==> src/design/cbd_pkg.sv <==
// cbd_pkg: shared types and codes for the ring-buffer deque.
// Holds operation and status codes, controller states and the
// command/status structs between controller and datapath. No dependencies.
package cbd_pkg;

	// operation codes of an input beat
	localparam logic [2:0] OP_PUSH_FRONT = 3'd0;
	localparam logic [2:0] OP_PUSH_BACK  = 3'd1;
	localparam logic [2:0] OP_POP_FRONT  = 3'd2;
	localparam logic [2:0] OP_POP_BACK   = 3'd3;
	localparam logic [2:0] OP_INSPECT    = 3'd4;

	// status codes of a result beat
	localparam logic [1:0] STAT_DONE      = 2'd0;
	localparam logic [1:0] STAT_EMPTY_POP = 2'd1;
	localparam logic [1:0] STAT_FULL_PUSH = 2'd2;

	localparam int WORD_W  = 32;
	localparam int COUNT_W = 10;

	typedef enum logic [1:0] {
		CS_IDLE,
		CS_RD_FRONT,
		CS_RD_BACK,
		CS_EXEC
	} ctrl_state_t;

	// controller to datapath
	typedef struct packed {
		logic load;      // latch the input beat
		logic rd_front;  // read the entry at the head pointer
		logic rd_back;   // read the entry before the tail pointer
		logic exec;      // apply the operation and load the result
	} cbd_cmd_t;

	// datapath to controller
	typedef struct packed {
		logic out_busy;  // result register full and stalled
	} cbd_stat_t;

endpackage

==> src/design/cbd_ctrl.sv <==
// cbd_ctrl: sequencing state machine for the ring-buffer deque.
// Issues load, read and execute commands to cbd_datapath.
// Depends on cbd_pkg.
module cbd_ctrl (
	input  logic                clk,
	input  logic                arst_n,
	input  logic                in_valid,
	output logic                in_stall,
	input  cbd_pkg::cbd_stat_t  stat,
	output cbd_pkg::cbd_cmd_t   cmd
);

	cbd_pkg::ctrl_state_t state_q, state_d;

	// hold state
	always_ff @(posedge clk or negedge arst_n) begin
		if (!arst_n) begin
			state_q <= cbd_pkg::CS_IDLE;
		end else begin
			state_q <= state_d;
		end
	end

	// next state
	always_comb begin
		state_d = state_q;
		case (state_q)
			cbd_pkg::CS_IDLE: begin
				if (in_valid) state_d = cbd_pkg::CS_RD_FRONT;
			end
			cbd_pkg::CS_RD_FRONT: state_d = cbd_pkg::CS_RD_BACK;
			cbd_pkg::CS_RD_BACK:  state_d = cbd_pkg::CS_EXEC;
			cbd_pkg::CS_EXEC: begin
				if (!stat.out_busy) state_d = cbd_pkg::CS_IDLE;
			end
			default: state_d = cbd_pkg::CS_IDLE;
		endcase
	end

	// outputs
	always_comb begin
		cmd      = '0;
		in_stall = 1'b1;
		case (state_q)
			cbd_pkg::CS_IDLE: begin
				in_stall = 1'b0;
				cmd.load = in_valid;
			end
			cbd_pkg::CS_RD_FRONT: cmd.rd_front = 1'b1;
			cbd_pkg::CS_RD_BACK:  cmd.rd_back  = 1'b1;
			cbd_pkg::CS_EXEC:     cmd.exec     = !stat.out_busy;
			default: in_stall = 1'b1;
		endcase
	end

endmodule

==> config.mk <==
export PLATFORM = sky130hd
export DESIGN_NAME = cbd_ctrl
export DESIGN_NICKNAME = d
export VERILOG_FILES = /design/src/design/cbd_pkg.sv /design/src/design/cbd_ctrl.sv
export SDC_FILE = /design/constraint.sdc
export NUM_CORES = 1
export LEC_CHECK = 0
export ABC_AREA = 1
export CAP_MARGIN = 20
export CELL_PAD_IN_SITES_DETAIL_PLACEMENT = 0
export CELL_PAD_IN_SITES_GLOBAL_PLACEMENT = 1
export CORE_AREA = 2 2 39 41
export CTS_BUF_LIST = sky130_fd_sc_hd__clkbuf_4
export DETAILED_ROUTE_END_ITERATION = 16
export DIE_AREA = 0 0 41 43
export DONT_BUFFER_PORTS = 1
export PLACE_DENSITY = 0.36
export SETUP_SLACK_MARGIN = 0.3
export SLEW_MARGIN = 20
export SYNTH_ARGS = -nofsm -noshare
export SYNTH_HDL_FRONTEND = slang
export SYNTH_SLANG_ARGS = --single-unit
==> constraint.sdc <==
create_clock -name clk -period 1.6 [get_ports clk]
set_input_delay 0.16 -clock clk [delete_from_list [all_inputs] [get_ports clk]]
set_output_delay 0.16 -clock clk [all_outputs]
set_load 0.02 [all_outputs]
**Word-level counts from Yosys, hierarchy flattened**

Index checks and enable logic that the tools add are counted.

- Register bits: 2
- Output and inout port bits: 5

- Mux-type cells: 8
- Equality and inequality tests: 5
- Reduce and logical (&&, ||, !) cells: 3

Operators by type and width:

| operator | count |
|---|---|
| $pmux W2 S4 | 1 |
| $mux W1 | 5 |
| $eq A2 B2 Y1 const B | 2 |
| $mux W2 | 2 |
| $ne A2 B2 Y1 const B | 2 |
| $eq A2 B1 Y1 const B | 1 |
| $logic_not A2 Y1 | 1 |
| $reduce_and A2 Y1 | 1 |
| $logic_not A1 Y1 | 1 |

**Longest topological paths before layout**

Gate-level depths: netlist of the first run.

- Depth after elaboration: 3
- Mapped depth: 6

**Least setup slack after synthesis of the first run**

No wires, ideal clock.

- Path type: register to register
- Start point: register state_q[0]
- End point: register state_q[0]
- Data arrival time: 0.937 ns
- Path buffers: 0
- Slack: 0.546 ns
- Cell stages (with the launch flop): 7
- Library setup time: 0.117 ns
- Data required time: 1.483 ns
- Path through: dfrtp_1 -> inv_1 -> ha_1 -> inv_1 -> nand2_1 -> nand3_1 -> nand2_1

- Word-level cells in the longest chain between the ends: 3

Ends and longest elaborated chain:

| what | line | source |
|---|---|---|
| start, declared | cbd_ctrl.sv:13 | `cbd_pkg::ctrl_state_t state_q, state_d;` |
| start signal, assigned | cbd_ctrl.sv:18 | `state_q <= cbd_pkg::CS_IDLE;` |
| start signal, assigned | cbd_ctrl.sv:20 | `state_q <= state_d;` |
| $eq A2 B2 Y1 / $logic_not A2 Y1 (equally long branches) | cbd_ctrl.sv:27 | `case (state_q)` |
| $ne A2 B2 Y1 (no line) | n/a |  |
| $reduce_and A2 Y1 (no line) | n/a |  |

Several ways; a longest one is shown, not always the timed one.
A chain may end at the register's enable or synchronous reset.

==> reports/metrics.cfg, run 1 <==
[floorplan]
die_h_um=43
die_w_um=41
coreArea_um2=1384
dieArea_um2=1763
pin_count=9
placement_rows=14
start_util_pct=14.29

[critical_path]
worstPathRequired_ns=1.44
critical_path.most_common_cell=inv_2
max_stage_delay_ns=0.40
worstReg2RegStart=state_q[0]
path_cells=inv_2 > ha_2 > nand2_1 > inv_2
crit_slowest_cell=dfrtp_1
critPathCaptureType=output port
critPathLaunchType=flip-flop
cp_max_fo=4
cp.arrival_ns=1.08
crit_path_start=state_q[0]
crit_type=reg2out

[synth]
synth.top_cells.by_area=ha_1 (32%), dfrtp_1 (25%), inv_1 (15%)
synth.largest_area_cell=ha_1
synth_fp_nets=36
ys_seq_area_share_pct=25.32
yosysWarnings=0
synthTopCellsByCount=inv_1 (8), nand2_1 (6), ha_1 (5)
async_flop_share_pct=100.0
synth_edf_count=0
synth_cells=27
ys.flop_type=dfrtp_1
yosysTopAreaCellShare_pct=31.65
netlist_area_um2=197.7
yosys_register_bits=2
synth.most_common_cell=inv_1
synth_cell_types=7
avgSynthCellArea_um2=7.322

[drt]
vias=157
first_pass_iters=2
routed_via_density=3.340
drc=0
ant_nets=0
wl_um=366
drt_first_iter_violations=6
wl_per_cell_um=7.787

[sta]
hold_viol_final=0
fin_crit_ns=1.243
worst_slew_pin_slew_ns=0.2497
finalCritPeriodShare_pct=77.71
timing.final.ws_setup_ns=0.3567
skew_ns=0.004888
drv_slew=0
fmax_ghz=0.8043
maxSlewHeadroom_pct=83.35
rsz0062_at_grt=true
report.final.setup_viol=0
timing.setup.tns_ns=0

[global_route]
gr-total-overflow=0
grt_start_max_net_pins=5
grt_pass1_wl_um=641
grt_pass1_vias=174
grt.total_usage_pct=5.918
grt_antenna_before_repair=0

[final_layout]
largest_reg_flops=2
final_area_um2=260.3
insertedDiodeCount=0
largest-register=state_q
area_growth_pct=31.65
num-fill-cells=163
drive_above_1_share_pct=35.48
top_regs=state_q (2)
fin_nets=42

[clocking]
root_buffer=clkbuf_4
numCtsBuffers=3
clock_latency_ns=0.22
cts_sinks=2
clkSlewWorstSetupHoldPaths_ns=0.03
clk_path_buf_depth=2
cts_tree=built
cts_htree_levels=1

[placed_design]
pre_cts_ws_ns=0.4333
hpwl_um=313.4
placed_cell_area_um2=217.7
io_buffers=0
gp_congestion=0.5706

[job]
cap_violations=0

[power_and_ir_drop]
leakage_nw=0.1445
p_total_mw=0.5454
ir_drop_mv=0.8251
power-per-cell-area_nw_per_um2=2096

[min_path]
hp-class=in2async

[status]
status=complete, no violations

path summary, 6_finish.rpt:
check,to,slack (ns),depth (start not counted)
worst max-delay path,cmd[3],0.36,4
worst min register to register,state_q[0],0.55,2
worst min-delay path,state_q[0],0.17,1
max in group asynchronous,state_q[1],1.30,1
worst max register to register,state_q[0],0.48,6
min in group clk,state_q[0],0.17,3
cells in the final DEF, fill, tap and decap left out:
| master | instances |
|---|---|
| clkbuf_4 | 3 |
| dfrtp_1 | 2 |
| dlygate4sd3_1 | 1 |
| ha_1 | 4 |
| ha_2 | 1 |
| inv_1 | 5 |
| inv_2 | 3 |
| nand2_1 | 6 |
| nand2_2 | 3 |
| nand3_1 | 2 |
| nor2_4 | 1 |
logic make-up (layout without fill, tap and decap cells):
kind of cell | count (synthesis) | after routing | share of synthesized area (%)
and+or+nand+nor | 12 | 12 | 27.85
buffers and inverters | 8 | 12 | 15.19
adders and majority gates | 5 | 5 | 31.65
DFF | 2 | 2 | 25.32
final cells by class:
type / count / area [um^2] / area share, %
Tap cell: 16 / 20.02 / 7.692
Clock buffer: 3 / 22.52 / 8.654
Timing Repair Buffer: 1 / 10.01 / 3.846
Inverter: 8 / 30.03 / 11.54
Multi-Input combinational cell: 17 / 127.6 / 49.04
Sequential cell: 2 / 50.05 / 19.23
routing by layer:
layer	GRT usage (%)	vias to the layer above	routed length (um)
met5	0	-	0
met4	4.000	0	0
li1	-	85	-
met2	7.813	4	193
met1	5.769	68	139
met3	5.236	0	34
power breakdown:
group | switching, mW | internal, mW | total [mW]
logic | 0.217 | 0.107 | 0.325
clock network | 0.0267 | 0.0825 | 0.109
registers | 0.0318 | 0.0797 | 0.112
critical path, delay by kind of cell, from the launching register on:
kind,cells,cell delay (ns)
buffers and inverters,2,0.19
flip-flops,1,0.40
adder cells (fa/ha/maj),1,0.20
AND/OR/NAND/NOR,1,0.06
through the flow:
step | hold slack [ns] | instances | utilization [%]
after CTS | 0.1609 | 47 | 18.26
after global placement | -0.1355 | 43 | 15.73
final | 0.1695 | 47 | 18.81
after global routing | 0.1642 | 47 | 18.81
after floorplan | -0.1356 | 27 | -
after detailed placement | -0.1355 | 43 | 15.73
repair_timing:
| item | in CTS | in global routing |
|---|---|---|
| pin swaps | 0 | 0 |
| hold endpoints to repair | 2 | 0 |
| resized for setup | 2 | 4 |
| setup buffers | 0 | 0 |
| hold buffers | 1 | 0 |
| endpoints found under the setup margin | 2 | 3 |
No activity file was read; power rests on OpenSTA's default activity.
==> run 2: changes to the inputs <==
- ABC_AREA: 1 -> 0
- PLACE_DENSITY: 0.36 -> 0.33
- clock period: 1.6 -> 1 ns (I/O delays scaled with it)
==> run 2 against run 1 <==
The run now ends with negative setup slack left; flip-flop and latch count unchanged; final cell count down 4.3%; register-to-register slack got worse by 0.73 ns; synthesized area decreased by 8.2%; cell area grew 45%; clock skew decreased by 0.0024 ns; combinational power rose to 3.2 times the previous value; sequential power is 54% higher; synthesized cell count shrank 41%; hold slack got worse by 0.063 ns; wire length increased by 18%; die area did not move; largest power group unchanged.
==> reports/metrics.cfg, run 2 <==
[status]
status=complete, but fails checks
failed_checks=negative setup slack

[synth]
synth_cells=16  ; -41%
synth_fp_nets=25  ; -31%
ys.flop_type=dfrtp_1
async_flop_share_pct=100.0  ; unchanged
avgSynthCellArea_um2=11.34  ; +55%
synth_cell_types=10  ; +3
synth.most_common_cell=ha_1
synth_edf_count=0  ; unchanged
synth.top_cells.by_area=ha_1 (34%), dfrtp_1 (28%), a2bb2oi_2 (8.3%)
synth.largest_area_cell=ha_1
ys_seq_area_share_pct=27.59  ; +2.3 points
synthTopCellsByCount=ha_1 (5), dfrtp_1 (2), inv_1 (2)
netlist_area_um2=181.4  ; -8.2%
yosys_register_bits=2  ; unchanged
yosysTopAreaCellShare_pct=34.48  ; +2.8 points
yosysWarnings=0  ; unchanged

[sta]
finalCritPeriodShare_pct=124.7
rsz0062_at_grt=true
drv_slew=0  ; unchanged
timing.setup.tns_ns=-1.273  ; -1.273 ns
fin_crit_ns=1.247
worst_slew_pin_slew_ns=0.1214  ; -0.1283 ns
maxSlewHeadroom_pct=91.68  ; +8.3 points
timing.final.ws_setup_ns=-0.2475  ; -0.6042 ns
hold_viol_final=0  ; unchanged
fmax_ghz=0.8016
skew_ns=0.002536  ; -0.002351 ns
report.final.setup_viol=7  ; +7

[critical_path]
critPathLaunchType=flip-flop
crit_slowest_cell=dfrtp_1
max_stage_delay_ns=0.38  ; -0.02 ns
crit_path_start=state_q[0]
reg2reg_slack_ns=-0.25  ; -0.73 ns
crit_type=reg2reg
worstReg2RegStart=state_q[0]
cp_max_fo=3  ; -1
timing.rr.end=state_q[1]
path_cells=inv_2 > ha_4 > clkinv_4 > a2bb2oi_4 > mux2_4
cp.arrival_ns=1.35  ; +0.27 ns
rr_worst_depth=5  ; -1
worstPathRequired_ns=1.10  ; -0.34 ns
critPathCaptureType=flip-flop

[floorplan]
die_h_um=43  ; unchanged
start_util_pct=13.11  ; -1.2 points
die_w_um=41  ; unchanged
coreArea_um2=1384  ; unchanged
pin_count=9  ; unchanged
dieArea_um2=1763  ; unchanged
placement_rows=14  ; unchanged

[final_layout]
top_regs=state_q (2)
fin_nets=40  ; -4.8%
drive_above_1_share_pct=79.31  ; +44 points
layout.cells.non_filler=45  ; -4.3%
num-fill-cells=154  ; -5.5%
largest-register=state_q
area_growth_pct=107.6
largest_reg_flops=2  ; unchanged
fin_util_pct=27.22  ; +8.4 points
final_common_cell=buf_4
insertedDiodeCount=0  ; unchanged
mostFrequentLayoutCells=buf_4 (6), ha_4 (3), clkbuf_4 (3), buf_6 (3)

[global_route]
grt_pass1_vias=178  ; +2.3%
grt_start_max_net_pins=4  ; -1
grt_pass1_wl_um=738  ; +15%
grt_antenna_before_repair=0  ; unchanged
gr-total-overflow=0  ; unchanged
grt.total_usage_pct=6.727  ; +0.81 points

[placed_design]
gp_congestion=0.6282  ; +10%
pre_cts_ws_ns=-0.2700  ; -0.7033 ns
placed_cells=39  ; -9.3%
io_buffers=0  ; unchanged

[power_and_ir_drop]
ir_drop_mv=1.286  ; +56%
leakage_nw=0.1713  ; +19%
p_total_mw=1.391  ; +160%
power-per-cell-area_nw_per_um2=3695  ; +76%

[drt]
wl_um=433  ; +18%
drc=0  ; unchanged
drt_first_iter_violations=0  ; -6
ant_nets=0  ; unchanged
vias=159  ; +1.3%
wl_per_cell_um=9.622  ; +24%
routed_via_density=3.533  ; +5.8%
first_pass_iters=1  ; -1

[min_path]
hp-class=in2async

[job]
cap_violations=0  ; unchanged

[clocking]
clk_path_buf_depth=2  ; unchanged
clock_latency_ns=0.22  ; about the same
cts_tree=built
cts_sinks=2  ; unchanged
numCtsBuffers=3  ; unchanged
clkSlewWorstSetupHoldPaths_ns=0.03  ; about the same
root_buffer=clkbuf_4
cts_htree_levels=1  ; unchanged

==> run 2: stage by stage <==
stage | cell area [um^2] | hold slack, ns
after CTS | 376.6 | 0.09534
after global routing | 376.6 | 0.09309
final | 376.6 | 0.1068
after floorplan | 212.7 | -0.1956
after detailed placement | 285.3 | -0.1955
after global placement | 285.3 | -0.1955
==> run 2: final cells by class <==
type	instances	area, um^2	area share (%)
multi-input cells	11	178.9	47.51
well taps	16	20.02	5.316
clock buffers	3	22.52	5.980
repair buffers	10	88.84	23.59
inverters	3	16.27	4.319
flip-flops and latches	2	50.05	13.29
==> run 2: cells by family after synthesis <==
logic type	count (synthesis)	share of synthesized area [%]
AOI/OAI and AO/OA	1	8.273
adders and majority gates	5	34.48
buffers and inverters	3	6.206
DFF	2	27.59
muxes	2	13.79
and+or+nand+nor	3	9.657
==> run 2: worst max-delay path, delay by kind of cell, from the launching register on <==
family	cells	cell delay (ns)
muxes	1	0.31
AOI/OAI and AO/OA	1	0.15
DFF	1	0.38
adders and majority gates	1	0.17
buffers and inverters	2	0.12
==> run 2: where the power goes <==
part | switching, mW | internal [mW]
combinational | 0.449 | 0.593
clock | 0.0455 | 0.132
sequential | 0.0432 | 0.128
==> run 2: how the worst max path moves through the flow <==
stage | endpoint | cells after the start | slack, ns
2_1_floorplan | state_q[1] | 5 | -0.26
3_3_place_gp | state_q[1] | 5 | -0.26
3_5_place_dp | state_q[1] | 3 | -0.27
4_1_cts | state_q[1] | 5 | -0.27
5_1_grt | state_q[1] | 5 | -0.30
6_report | state_q[1] | 5 | -0.25
==> run 2: what timing repair did <==
item                                    4_1_cts  5_1_grt
endpoints found under the setup margin        7        7
hold endpoints to repair                      2        0
hold buffers                                  1        0
gates resized for setup                       9        1
setup buffers                                 2        0
pin swaps                                     4        3
==> run 2: routing by layer <==
layer	vias up	routed length (um)	GRT usage, %	share of wire, %
li1	79	-	-	-
met5	-	0	0	0
met3	0	26	1.571	6.0
met4	0	0	6.000	0
met1	75	146	6.752	34
met2	5	261	10.63	60
==> run 3: changes to the inputs <==
- GPL_TIMING_DRIVEN: unset -> 0
==> run 3 against run 2 <==
Fmax shrank 4.8%; core utilization shrank 1.8 points; global-route usage grew 0.29 points; critical path depth is the same; final cell count shrank 6.7%; the run still ends with negative setup slack left; highest routed layer unchanged; sequential share of layout area grew 1.3 points; count of clock-buffer cells in the layout is the same; critical path type unchanged.
==> reports/metrics.cfg, run 3 (synthesis results as in run 2) <==
[final_layout]
area_growth_pct=93.79
num-fill-cells=150  ; -2.6%
largest-register=state_q
largest_reg_flops=2  ; unchanged
insertedDiodeCount=0  ; unchanged
top_regs=state_q (2)
final_common_cell=buf_4
mostFrequentLayoutCells=buf_4 (4), ha_4 (3), clkbuf_4 (3)
fin_nets=37  ; -7.5%
drive_above_1_share_pct=80.77  ; +1.5 points

[clocking]
root_buffer=clkbuf_4
numCtsBuffers=3  ; unchanged
cts_htree_levels=1  ; unchanged
cts_tree=built
clk_path_buf_depth=2  ; unchanged
clkSlewWorstSetupHoldPaths_ns=0.03  ; about the same
clock_latency_ns=0.22  ; about the same
cts_sinks=2  ; unchanged

[drt]
first_pass_iters=2  ; +1
wl_per_cell_um=9.714  ; +0.96%
drc=0  ; unchanged
wl_um=408  ; -5.8%
ant_nets=0  ; unchanged
vias=146  ; -8.2%
drt_first_iter_violations=3  ; +3
routed_via_density=3.476  ; -1.6%

[status]
failed_checks=negative setup slack
status=complete, but fails checks

[sta]
timing.setup.tns_ns=-1.272  ; +0.0006000 ns
rsz0062_at_grt=true
fin_crit_ns=1.310  ; +0.06277 ns
finalCritPeriodShare_pct=131.0  ; +6.3 points
timing.final.ws_setup_ns=-0.3102  ; -0.06277 ns
maxSlewHeadroom_pct=91.68  ; about the same
drv_slew=0  ; unchanged
hold_viol_final=0  ; unchanged
fmax_ghz=0.7632  ; -4.8%
whs_ns=0.1043  ; -0.002496 ns
worst_slew_pin_slew_ns=0.1214  ; -0.00001955 ns
report.final.setup_viol=7  ; unchanged
skew_ns=0.003467  ; +0.0009307 ns

[global_route]
grt_antenna_before_repair=0  ; unchanged
grt_pass1_vias=145  ; -19%
grt_pass1_wl_um=703  ; -4.7%
grt.total_usage_pct=7.021  ; +0.29 points
gr-total-overflow=0  ; unchanged
grt_start_max_net_pins=5  ; +1

[floorplan]
coreArea_um2=1384  ; unchanged
dieArea_um2=1763  ; unchanged
pin_count=9  ; unchanged
placement_rows=14  ; unchanged
die_w_um=41  ; unchanged
die_h_um=43  ; unchanged
start_util_pct=13.11  ; unchanged

[critical_path]
crit_type=reg2reg
critPathLaunchType=flip-flop
crit_path_start=state_q[1]
worstReg2RegStart=state_q[1]
cp.arrival_ns=1.41  ; +0.06 ns
cp_max_fo=4  ; +1
worstPathRequired_ns=1.10  ; about the same
critPathCaptureType=flip-flop

[power_and_ir_drop]
power-per-cell-area_nw_per_um2=3713  ; +0.49%
p_total_mw=1.305  ; -6.2%
leakage_nw=0.1554  ; -9.3%
ir_drop_mv=1.064  ; -17%

[placed_design]
gp_congestion=0.6555  ; +4.3%
io_buffers=0  ; unchanged

[min_path]
hp-class=in2async

[job]
cap_violations=0  ; unchanged

==> run 3: cell count changes in the layout (fill, tap and decap cells not counted), sizes merged <==
cell | previous run | this run
buf | 9 | 6
clkinv | 1 | 0
inv | 2 | 3
==> run 3: critical path, cell delays in order, from the launching register on <==
cell and delay (ns):
dfrtp_2 0.40, inv_2 0.07, ha_4 0.17, inv_6 0.08, a2bb2oi_4 0.15, mux2_4 0.31
==> run 3: power breakdown <==
group          internal (mW)  switching [mW]
logic                  0.516           0.423
clock network          0.132          0.0453
registers              0.133          0.0563
total                  0.781           0.525
==> run 3: final timing paths <==
| kind | endpoint | slack [ns] | cells after the start |
|---|---|---|---|
| hold reg to reg | state_q[1] | 0.60 | 1 |
| max in group asynchronous | state_q[1] | 0.76 | 1 |
| setup / recovery | state_q[1] | -0.31 | 5 |
| min in group clk | state_q[1] | 0.14 | 2 |
| hold / removal | state_q[0] | 0.10 | 1 |
| setup reg to reg | state_q[1] | -0.31 | 5 |
==> run 3: cell type report <==
type / instances / area, um^2 / share of cell area (%)
repair buffers: 7 / 62.56 / 17.79
multi-input cells: 11 / 178.9 / 50.89
clock buffers: 3 / 22.52 / 6.406
well taps: 16 / 20.02 / 5.694
flip-flops and latches: 2 / 51.30 / 14.59
inverters: 3 / 16.27 / 4.626
==> run 3: metal layers <==
metal,global-route usage (%),vias to the layer above,routed length (um)
met4,8.000,0,0
li1,-,73,-
met5,0,-,0
met1,7.372,68,159
met3,4.712,0,28
met2,8.125,5,220
==> run 3: per-stage QoR <==
step,instances,cell area [um^2],utilization (%),setup WS [ns]
6_report,42,351.6,25.41,-0.3102
5_1_grt,42,351.6,25.41,-0.3645
3_5_place_dp,32,232.7,16.82,-0.3500
2_1_floorplan,16,212.7,-,-0.2585
4_1_cts,40,334.1,24.14,-0.3194
3_3_place_gp,32,232.7,16.82,-0.3453
==> run 3: timing repair <==
item,in CTS,in global routing
pin swaps,2,2
gates resized for setup,8,1
endpoints found under the setup margin,7,7
hold buffers,1,0
hold endpoints to repair,2,0
setup buffers,4,2
